<file path="src/rtl/mits_pkg.sv">
`timescale 1ns / 1ps
`default_nettype none
// ----------------------------------------------------------------------------
// mits_pkg
// Types and constants shared by the interval timer table modules.
// ----------------------------------------------------------------------------
package mits_pkg;

    localparam int MAX_TIMERS = 16;
    localparam int IDX_W      = $clog2(MAX_TIMERS);
    localparam int CNT_W      = $clog2(MAX_TIMERS + 1);
    localparam int IVL_W      = 32;
    localparam int JIF_W      = 64;

    localparam int CMD_DEPTH  = 2;
    localparam int CMD_PTR_W  = $clog2(CMD_DEPTH);
    localparam int CMD_CNT_W  = $clog2(CMD_DEPTH + 1);

    localparam int RES_DEPTH  = 4;
    localparam int RES_PTR_W  = $clog2(RES_DEPTH);
    localparam int RES_CNT_W  = $clog2(RES_DEPTH + 1);

    localparam logic       MODE_ADD     = 1'b0;
    localparam logic       MODE_TICK    = 1'b1;

    localparam logic [1:0] KIND_ADDED   = 2'd0;
    localparam logic [1:0] KIND_FULL    = 2'd1;
    localparam logic [1:0] KIND_EXPIRED = 2'd2;

    typedef enum logic [1:0] {
        OP_ADD,
        OP_FULL,
        OP_TICK
    } t_op;

    typedef struct packed {
        logic             mode;
        logic [IVL_W-1:0] interval_ms;
        logic [JIF_W-1:0] jiffies;
    } t_in_item;

    typedef struct packed {
        logic [1:0] kind;
        logic [3:0] timer_index;
        logic       last;
    } t_out_item;

    // Classified request handed from the front part to the back part.
    typedef struct packed {
        t_op              op;
        logic [IDX_W-1:0] index;
        logic [IVL_W-1:0] interval;
        logic [JIF_W-1:0] laps;
    } t_cmd;

endpackage
`default_nettype wire

</file>
<file path="src/rtl/multi_interval_timer_service.sv">
`timescale 1ns / 1ps
`default_nettype none
// ----------------------------------------------------------------------------
// multi_interval_timer_service
// Table of up to sixteen interval timers: adds timers and reports the ones
// that expire when a tick brings a new jiffies count.
// ----------------------------------------------------------------------------
//   Channel   Direction  Handshake      Payload
//   request   in         push / full    i_in_item  (mode, interval_ms, jiffies)
//   result    out        pop / empty    o_out_item (kind, timer_index, last)
//
// The front takes one request per cycle, while it is not full, into a two-entry
// command queue. The scan engine answers an add or a full in its idle state; a
// tick starts the scan, visits each stored timer, sees the end of the table and
// then releases the final expiry.
// A slow result reader stalls the scan once the four-entry result queue fills.
// Synchronous active-low reset empties both queues and the timer table.
// ----------------------------------------------------------------------------
module multi_interval_timer_service (
    input  wire logic                i_clk,
    input  wire logic                i_rst_n,
    input  wire logic                push,
    output logic                     full,
    input  wire mits_pkg::t_in_item  i_in_item,
    output logic                     empty,
    input  wire logic                pop,
    output mits_pkg::t_out_item      o_out_item
);

    logic           cmd_valid;
    logic           cmd_pop;
    mits_pkg::t_cmd cmd;

    mits_front u_front (
        .i_clk       (i_clk),
        .i_rst_n     (i_rst_n),
        .push        (push),
        .full        (full),
        .i_in_item   (i_in_item),
        .o_cmd_valid (cmd_valid),
        .o_cmd       (cmd),
        .i_cmd_pop   (cmd_pop)
    );

    mits_back u_back (
        .i_clk       (i_clk),
        .i_rst_n     (i_rst_n),
        .i_cmd_valid (cmd_valid),
        .i_cmd       (cmd),
        .o_cmd_pop   (cmd_pop),
        .empty       (empty),
        .pop         (pop),
        .o_out_item  (o_out_item)
    );

endmodule
`default_nettype wire

</file>
<file path="src/rtl/mits_front.sv">
`timescale 1ns / 1ps
`default_nettype none
// ----------------------------------------------------------------------------
// mits_front
// Accepts requests, assigns table slots, computes elapsed time and queues
// the classified commands for the scan engine.
// ----------------------------------------------------------------------------
module mits_front (
    input  wire logic              i_clk,
    input  wire logic              i_rst_n,
    input  wire logic              push,
    output logic                   full,
    input  wire mits_pkg::t_in_item i_in_item,
    output logic                   o_cmd_valid,
    output mits_pkg::t_cmd         o_cmd,
    input  wire logic              i_cmd_pop
);

    logic [mits_pkg::CNT_W-1:0]     r_count;
    logic [mits_pkg::CNT_W-1:0]     n_count;
    logic [mits_pkg::JIF_W-1:0]     r_last_jif;
    logic [mits_pkg::JIF_W-1:0]     n_last_jif;
    mits_pkg::t_cmd                 r_q [mits_pkg::CMD_DEPTH];
    logic [mits_pkg::CMD_PTR_W-1:0] r_wp;
    logic [mits_pkg::CMD_PTR_W-1:0] r_rp;
    logic [mits_pkg::CMD_CNT_W-1:0] r_qcnt;
    logic [mits_pkg::CMD_CNT_W-1:0] n_qcnt;

    logic                       accept;
    logic                       pop_q;
    logic                       q_push;
    mits_pkg::t_cmd             cmd_new;
    logic [mits_pkg::JIF_W-1:0] laps;

    assign full        = (r_qcnt == mits_pkg::CMD_CNT_W'(mits_pkg::CMD_DEPTH));
    assign o_cmd_valid = (r_qcnt != '0);
    assign o_cmd       = r_q[r_rp];
    assign accept      = push && !full;
    assign pop_q       = i_cmd_pop && o_cmd_valid;

    always_comb begin
        // A tick at jiffies zero counts as no elapsed time.
        laps       = (i_in_item.jiffies == '0) ? '0 : (i_in_item.jiffies - r_last_jif);
        n_count    = r_count;
        n_last_jif = r_last_jif;
        q_push     = 1'b0;
        cmd_new.op       = mits_pkg::OP_TICK;
        cmd_new.index    = '0;
        cmd_new.interval = i_in_item.interval_ms;
        cmd_new.laps     = laps;
        if (accept) begin
            if (i_in_item.mode == mits_pkg::MODE_ADD) begin
                q_push = 1'b1;
                if (r_count < mits_pkg::CNT_W'(mits_pkg::MAX_TIMERS)) begin
                    cmd_new.op    = mits_pkg::OP_ADD;
                    cmd_new.index = r_count[mits_pkg::IDX_W-1:0];
                    n_count       = r_count + 1'b1;
                end else begin
                    cmd_new.op = mits_pkg::OP_FULL;
                end
            end else if (laps != '0) begin
                q_push     = 1'b1;
                n_last_jif = i_in_item.jiffies;
            end
        end
        n_qcnt = r_qcnt + mits_pkg::CMD_CNT_W'(q_push) - mits_pkg::CMD_CNT_W'(pop_q);
    end

    always_ff @(posedge i_clk) begin
        if (!i_rst_n) begin
            r_count    <= '0;
            r_last_jif <= '0;
            r_wp       <= '0;
            r_rp       <= '0;
            r_qcnt     <= '0;
        end else begin
            r_count    <= n_count;
            r_last_jif <= n_last_jif;
            r_qcnt     <= n_qcnt;
            if (q_push) begin
                r_wp <= r_wp + 1'b1;
            end
            if (pop_q) begin
                r_rp <= r_rp + 1'b1;
            end
        end
    end

    always_ff @(posedge i_clk) begin
        if (q_push) begin
            r_q[r_wp] <= cmd_new;
        end
    end

endmodule
`default_nettype wire

</file>
<file path="src/rtl/mits_back.sv">
`timescale 1ns / 1ps
`default_nettype none
// ----------------------------------------------------------------------------
// mits_back
// Executes queued commands: stores new timers, scans the table on a tick
// one entry per cycle while the result queue has room, and queues the result requests.
// ----------------------------------------------------------------------------
module mits_back (
    input  wire logic           i_clk,
    input  wire logic           i_rst_n,
    input  wire logic           i_cmd_valid,
    input  wire mits_pkg::t_cmd i_cmd,
    output logic                o_cmd_pop,
    output logic                empty,
    input  wire logic           pop,
    output mits_pkg::t_out_item o_out_item
);

    typedef enum logic [1:0] {
        S_IDLE,
        S_SCAN,
        S_FLUSH
    } t_state;

    t_state                          r_state;
    t_state                          n_state;
    logic [mits_pkg::CNT_W-1:0]      r_count;
    logic [mits_pkg::CNT_W-1:0]      n_count;
    logic [mits_pkg::CNT_W-1:0]      r_n;
    logic [mits_pkg::CNT_W-1:0]      n_n;
    logic [mits_pkg::JIF_W-1:0]      r_laps;
    logic [mits_pkg::JIF_W-1:0]      n_laps;
    logic                            r_pend_v;
    logic                            n_pend_v;
    logic [mits_pkg::IDX_W-1:0]      r_pend_idx;
    logic [mits_pkg::IDX_W-1:0]      n_pend_idx;

    logic [mits_pkg::IVL_W-1:0]      r_ivl [mits_pkg::MAX_TIMERS];
    logic [mits_pkg::JIF_W-1:0]      r_ela [mits_pkg::MAX_TIMERS];

    mits_pkg::t_out_item             r_res [mits_pkg::RES_DEPTH];
    logic [mits_pkg::RES_PTR_W-1:0]  r_res_wp;
    logic [mits_pkg::RES_PTR_W-1:0]  r_res_rp;
    logic [mits_pkg::RES_CNT_W-1:0]  r_res_cnt;

    logic                            res_full;
    logic                            res_push;
    logic                            res_pop;
    mits_pkg::t_out_item             res_data;

    logic                            ivl_we;
    logic                            ela_we;
    logic [mits_pkg::IDX_W-1:0]      wr_idx;
    logic [mits_pkg::JIF_W-1:0]      ela_wdata;

    logic [mits_pkg::IDX_W-1:0]      scan_idx;
    logic [mits_pkg::JIF_W:0]        sum;
    logic [mits_pkg::JIF_W-1:0]      sat;
    logic                            expired;

    assign res_full   = (r_res_cnt == mits_pkg::RES_CNT_W'(mits_pkg::RES_DEPTH));
    assign empty      = (r_res_cnt == '0);
    assign res_pop    = pop && !empty;
    assign o_out_item = r_res[r_res_rp];

    assign scan_idx = r_n[mits_pkg::IDX_W-1:0];
    // The counter saturates at all ones, which always reaches the interval.
    assign sum      = {1'b0, r_ela[scan_idx]} + {1'b0, r_laps};
    assign sat      = sum[mits_pkg::JIF_W] ? '1 : sum[mits_pkg::JIF_W-1:0];
    assign expired  = (sat >= {{(mits_pkg::JIF_W - mits_pkg::IVL_W){1'b0}}, r_ivl[scan_idx]});

    always_comb begin
        n_state    = r_state;
        n_count    = r_count;
        n_n        = r_n;
        n_laps     = r_laps;
        n_pend_v   = r_pend_v;
        n_pend_idx = r_pend_idx;
        o_cmd_pop  = 1'b0;
        res_push   = 1'b0;
        res_data.kind        = mits_pkg::KIND_EXPIRED;
        res_data.timer_index = 4'(r_pend_idx);
        res_data.last        = 1'b0;
        ivl_we     = 1'b0;
        ela_we     = 1'b0;
        wr_idx     = scan_idx;
        ela_wdata  = expired ? '0 : sat;

        case (r_state)
            S_IDLE: begin
                if (i_cmd_valid) begin
                    case (i_cmd.op)
                        mits_pkg::OP_ADD: begin
                            if (!res_full) begin
                                o_cmd_pop            = 1'b1;
                                ivl_we               = 1'b1;
                                ela_we               = 1'b1;
                                wr_idx               = i_cmd.index;
                                ela_wdata            = '0;
                                n_count              = r_count + 1'b1;
                                res_push             = 1'b1;
                                res_data.kind        = mits_pkg::KIND_ADDED;
                                res_data.timer_index = 4'(i_cmd.index);
                                res_data.last        = 1'b1;
                            end
                        end
                        mits_pkg::OP_FULL: begin
                            if (!res_full) begin
                                o_cmd_pop            = 1'b1;
                                res_push             = 1'b1;
                                res_data.kind        = mits_pkg::KIND_FULL;
                                res_data.timer_index = '0;
                                res_data.last        = 1'b1;
                            end
                        end
                        mits_pkg::OP_TICK: begin
                            o_cmd_pop = 1'b1;
                            n_laps    = i_cmd.laps;
                            n_n       = '0;
                            n_state   = S_SCAN;
                        end
                        default: begin
                            o_cmd_pop = 1'b1;
                        end
                    endcase
                end
            end
            S_SCAN: begin
                if (r_n == r_count) begin
                    n_state = S_FLUSH;
                end else if (!res_full) begin
                    ela_we = 1'b1;
                    n_n    = r_n + 1'b1;
                    if (expired) begin
                        // The held expiry is not the final one, since another follows.
                        res_push   = r_pend_v;
                        n_pend_v   = 1'b1;
                        n_pend_idx = scan_idx;
                    end
                end
            end
            S_FLUSH: begin
                if (!r_pend_v) begin
                    n_state = S_IDLE;
                end else if (!res_full) begin
                    res_push      = 1'b1;
                    res_data.last = 1'b1;
                    n_pend_v      = 1'b0;
                    n_state       = S_IDLE;
                end
            end
            default: begin
                n_state = S_IDLE;
            end
        endcase
    end

    always_ff @(posedge i_clk) begin
        if (!i_rst_n) begin
            r_state    <= S_IDLE;
            r_count    <= '0;
            r_n        <= '0;
            r_pend_v   <= 1'b0;
            r_res_wp   <= '0;
            r_res_rp   <= '0;
            r_res_cnt  <= '0;
        end else begin
            r_state    <= n_state;
            r_count    <= n_count;
            r_n        <= n_n;
            r_pend_v   <= n_pend_v;
            r_res_cnt  <= r_res_cnt + mits_pkg::RES_CNT_W'(res_push)
                          - mits_pkg::RES_CNT_W'(res_pop);
            if (res_push) begin
                r_res_wp <= r_res_wp + 1'b1;
            end
            if (res_pop) begin
                r_res_rp <= r_res_rp + 1'b1;
            end
        end
    end

    always_ff @(posedge i_clk) begin
        r_laps     <= n_laps;
        r_pend_idx <= n_pend_idx;
        if (ivl_we) begin
            r_ivl[wr_idx] <= i_cmd.interval;
        end
        if (ela_we) begin
            r_ela[wr_idx] <= ela_wdata;
        end
        if (res_push) begin
            r_res[r_res_wp] <= res_data;
        end
    end

endmodule
`default_nettype wire
</file>
<file path="config.mk">
export PLATFORM = sky130hd
export DESIGN_NAME = multi_interval_timer_service
export DESIGN_NICKNAME = d
export VERILOG_FILES = /design/src/rtl/mits_pkg.sv /design/src/rtl/multi_interval_timer_service.sv /design/src/rtl/mits_front.sv /design/src/rtl/mits_back.sv
export SDC_FILE = /design/constraint.sdc
export NUM_CORES = 2
export LEC_CHECK = 0
export ABC_AREA = 1
export BUFFER_PORTS_ARGS = -buffer_cell sky130_fd_sc_hd__buf_2
export CORE_MARGIN = 5
export CORE_UTILIZATION = 55
export CTS_BUF_LIST = sky130_fd_sc_hd__clkbuf_2 sky130_fd_sc_hd__clkbuf_4 sky130_fd_sc_hd__clkbuf_8
export CTS_CLUSTER_DIAMETER = 120
export DETAILED_ROUTE_END_ITERATION = 16
export GPL_ROUTABILITY_DRIVEN = 0
export PLACE_DENSITY = 0.82
export SETUP_SLACK_MARGIN = 0.4
export SYNTH_ARGS = -nofsm -noshare
export SYNTH_HDL_FRONTEND = slang
export SYNTH_SLANG_ARGS = --single-unit
</file>
<file path="constraint.sdc">
create_clock -name i_clk -period 11.5 [get_ports i_clk]
set_clock_uncertainty 0.2 [all_clocks]
set_input_delay 1.725 -clock i_clk [delete_from_list [all_inputs] [get_ports i_clk]]
set_output_delay 1.725 -clock i_clk [all_outputs]
set_load 0.05 [all_outputs]
</file>
==> impl_metrics.env <==
export IMPL_multi_input_area_um2=28900
export IMPL_postSynthAreaPerCell_um2=10.7
export IMPL_worstSetupStartpointType="register"
export IMPL_grt_total_usage_pct=26.6
export IMPL_dieArea_um2=173000
export IMPL_wl_mm=236
export IMPL_root_buffer="clkbuf_8"
export IMPL_hold_path_class="reg2reg"
export IMPL_cp_max_fo=68
export IMPL_period_share_pct=86.4
export IMPL_p_leak_nw=41.0
export IMPL_setup_worst_path_end_class="register"
export IMPL_vias=65156
export IMPL_coreArea_um2=164000
export IMPL_synth_area_leaders="edfxtp_1 (61%), nand2_1 (6.8%), inv_1 (5.9%)"
export IMPL_via_per_inst=5.64
export IMPL_slew_limit_headroom_pct=23.3
export IMPL_synth_cell_type_count=45
export IMPL_port_buffers=109
export IMPL_hold_buffers=0
export IMPL_die_h_um=416
export IMPL_hpwlAfterDp_mm=145
export IMPL_drc=0
export IMPL_post_place_ws_ns=2.18
export IMPL_clock_latency_ns=1.05
export IMPL_arrival_ns=10.42
export IMPL_fp_dieW_um=416
export IMPL_power_density_nw_per_um2=233
export IMPL_layout_drive_gt1_share_pct=9.41
export IMPL_ir_worst_vdd_mv=0.247
export IMPL_crit_top_cell="nand2_1"
export IMPL_syn2layout_area_growth_pct=11.7
export IMPL_syn_inst=8472
export IMPL_clk_pin_slew_ns=0.07
export IMPL_numClockSinks=1936
export IMPL_worstSetupPathType="reg2reg"
export IMPL_yosysTopAreaCell="edfxtp_1"
export IMPL_pin_count=110
export IMPL_timing_final_ws_setup_ns=1.57
export IMPL_rsz0062_at_grt="false"
export IMPL_final_cell_mix="edfxtp_1 (1836), nand2_1 (1629), inv_1 (1416)"
export IMPL_synth_top_area_share_pct=60.8
export IMPL_numCtsBuffers=307
export IMPL_max_freq_mhz=101
export IMPL_post_route_min_period_ns=9.93
export IMPL_design_area_um2=101000
export IMPL_ys_warnings_count=0
export IMPL_initial_core_util_pct=55.1
export IMPL_grt_pass1_wl_mm=357
export IMPL_avgRoutedWirePerCell_um=20.5
export IMPL_status="finished, final reports clean"
export IMPL_antenna_found_initial=3
export IMPL_fin_nets=9421
export IMPL_fillers=12229
export IMPL_whs_ns=0.248
export IMPL_grt_remaining_overflow=0
export IMPL_synthesis_area_um2=90600
export IMPL_num_rows=149
export IMPL_cts_tree="built"
export IMPL_final_seq_area_um2=57200
export IMPL_critical_path_slowest_cell="a21oi_1"
export IMPL_drt_iter0_drc=8716
export IMPL_cts_setup_buffers=0
export IMPL_drt_pass1_iter_count=9
export IMPL_ctsResizeCount=0
export IMPL_fin_setup_tns_ns=0
export IMPL_drv_slew=0
export IMPL_grt_start_max_net_pins=184
export IMPL_htree_num_levels=5
export IMPL_grt_pass1_vias=63093
export IMPL_ant_nets=0
export IMPL_maxCapViolations=0
export IMPL_place_area_um2=95500
export IMPL_worst_pin_slew_ns=1.15
export IMPL_ys_seq_area_share_pct=63.0
export IMPL_slowest_delay_ns=1.14
export IMPL_hold_viol=0
export IMPL_crit_required_ns=11.98
export IMPL_ys_ff_latch=1936
export IMPL_final_common_cell="edfxtp_1"
export IMPL_setup_viol=0
export IMPL_clk_path_buf_depth=4
[state kept, by name, summed over array words and instances (netlist names), named ones only]
register,flops
u_back.r_pend_idx,4
u_back.r_count,5
u_front.r_wp,1
u_back.r_res_cnt,3
u_back.r_laps,64
u_back.r_ivl,512
u_front.r_count,5
u_back.r_pend_v,1
u_back.r_ela,1024
u_front.r_qcnt,2
u_front.r_q,204
u_back.r_state,2
u_back.r_n,5
u_back.r_res_wp,2
u_back.r_res_rp,2
u_front.r_rp,1
u_front.r_last_jif,64
u_back.r_res,28
[synthesized netlist by cell type (all sizes together)]
| cell | instances |
|---|---|
| nor4 | 8 |
| mux2i | 385 |
| o21ai | 521 |
| nor3b | 3 |
| o211ai | 385 |
| xor2 | 31 |
| o22ai | 8 |
| and2 | 7 |
| or2 | 5 |
| nand3 | 301 |
| edfxtp | 1836 |
| ha | 170 |
| a31oi | 2 |
| nand4 | 117 |
| dfxtp | 100 |
| o21a | 1 |
| and3 | 4 |
| inv | 1435 |
| fa | 3 |
| a2111oi | 1 |
| clkbuf | 274 |
| nor3 | 38 |
| xnor2 | 7 |
| a21oi | 537 |
| buf | 74 |
| nor2 | 437 |
| conb | 1 |
| clkinv | 8 |
| nand3b | 25 |
| nand2 | 1635 |
| mux2 | 97 |
| o21bai | 9 |
| o221ai | 1 |
| a211oi | 6 |
[logic make-up (layout without fill, tap and decap cells)]
family | count (synthesis) | count (layout) | share of synthesized area, %
simple gates | 2580 | 2580 | 11.8
flops | 1936 | 1936 | 63.0
buf+inv | 1791 | 2163 | 7.53
compound gates | 1471 | 1471 | 9.39
mux | 482 | 482 | 5.46
fa+ha+maj | 173 | 173 | 2.41
xor+xnor | 38 | 38 | 0.367
other cells | 1 | 515 | 0.00414
[path summary, 6_finish.rpt]
check / start / end / slack [ns] / depth (start not counted)
min: u_front.r_rp / register / 0.25 / 1
min reg2reg: u_front.r_rp / register / 0.25 / 1
max: register / u_back.r_ela[7][3] / 1.57 / 36
max reg2reg: register / u_back.r_ela[7][3] / 1.57 / 36
[where the power goes]
part / internal [mW] / switching (mW)
Clock: 2.97 / 2.57
Combinational: 2.87 / 6.49
Sequential: 8.39 / 0.263
Total: 14.2 / 9.33
[cell type report]
| class | instances | share of cell area, % |
|---|---|---|
| sequential | 1936 | 56.5 |
| multi-input combinational | 5256 | 28.5 |
| inverter | 1443 | 5.37 |
| clock buffer | 417 | 5.05 |
| tap | 2189 | 2.71 |
| timing repair buffer | 203 | 1.32 |
| clock inverter | 100 | 0.567 |
| antenna | 3 | 0.00742 |
[routing by layer]
layer / track usage, % / vias to the layer above / wire length, um / share of wire, %
met5: 0 / - / 0 / 0
met4: 13.4 / 0 / 12800 / 5.4
met3: 5.71 / 822 / 27300 / 12
met2: 42.9 / 3966 / 110000 / 47
met1: 34.3 / 30543 / 86200 / 37
li1: - / 29825 / - / -
[critical path, delay by kind of cell, from the launching register on]
kind / cells / cell delay, ns
multiplexers: 1 / 0.26
adder cells (fa/ha/maj): 2 / 0.92
AO/OA/AOI/OAI: 5 / 2.71
buffers and inverters: 2 / 0.76
AND/OR/NAND/NOR: 26 / 3.67
flip-flops: 1 / 0.97
[stage by stage]
step	std cells	utilization [%]	power, mW
after floorplan	8983	-	15.1
after global placement	11026	58.1	17.4
after detailed placement	11026	58.1	17.8
after CTS	11543	61.5	23.3
after global routing	11546	61.5	24.8
final	11547	61.5	23.6
Power figures use the tool's default switching activity.
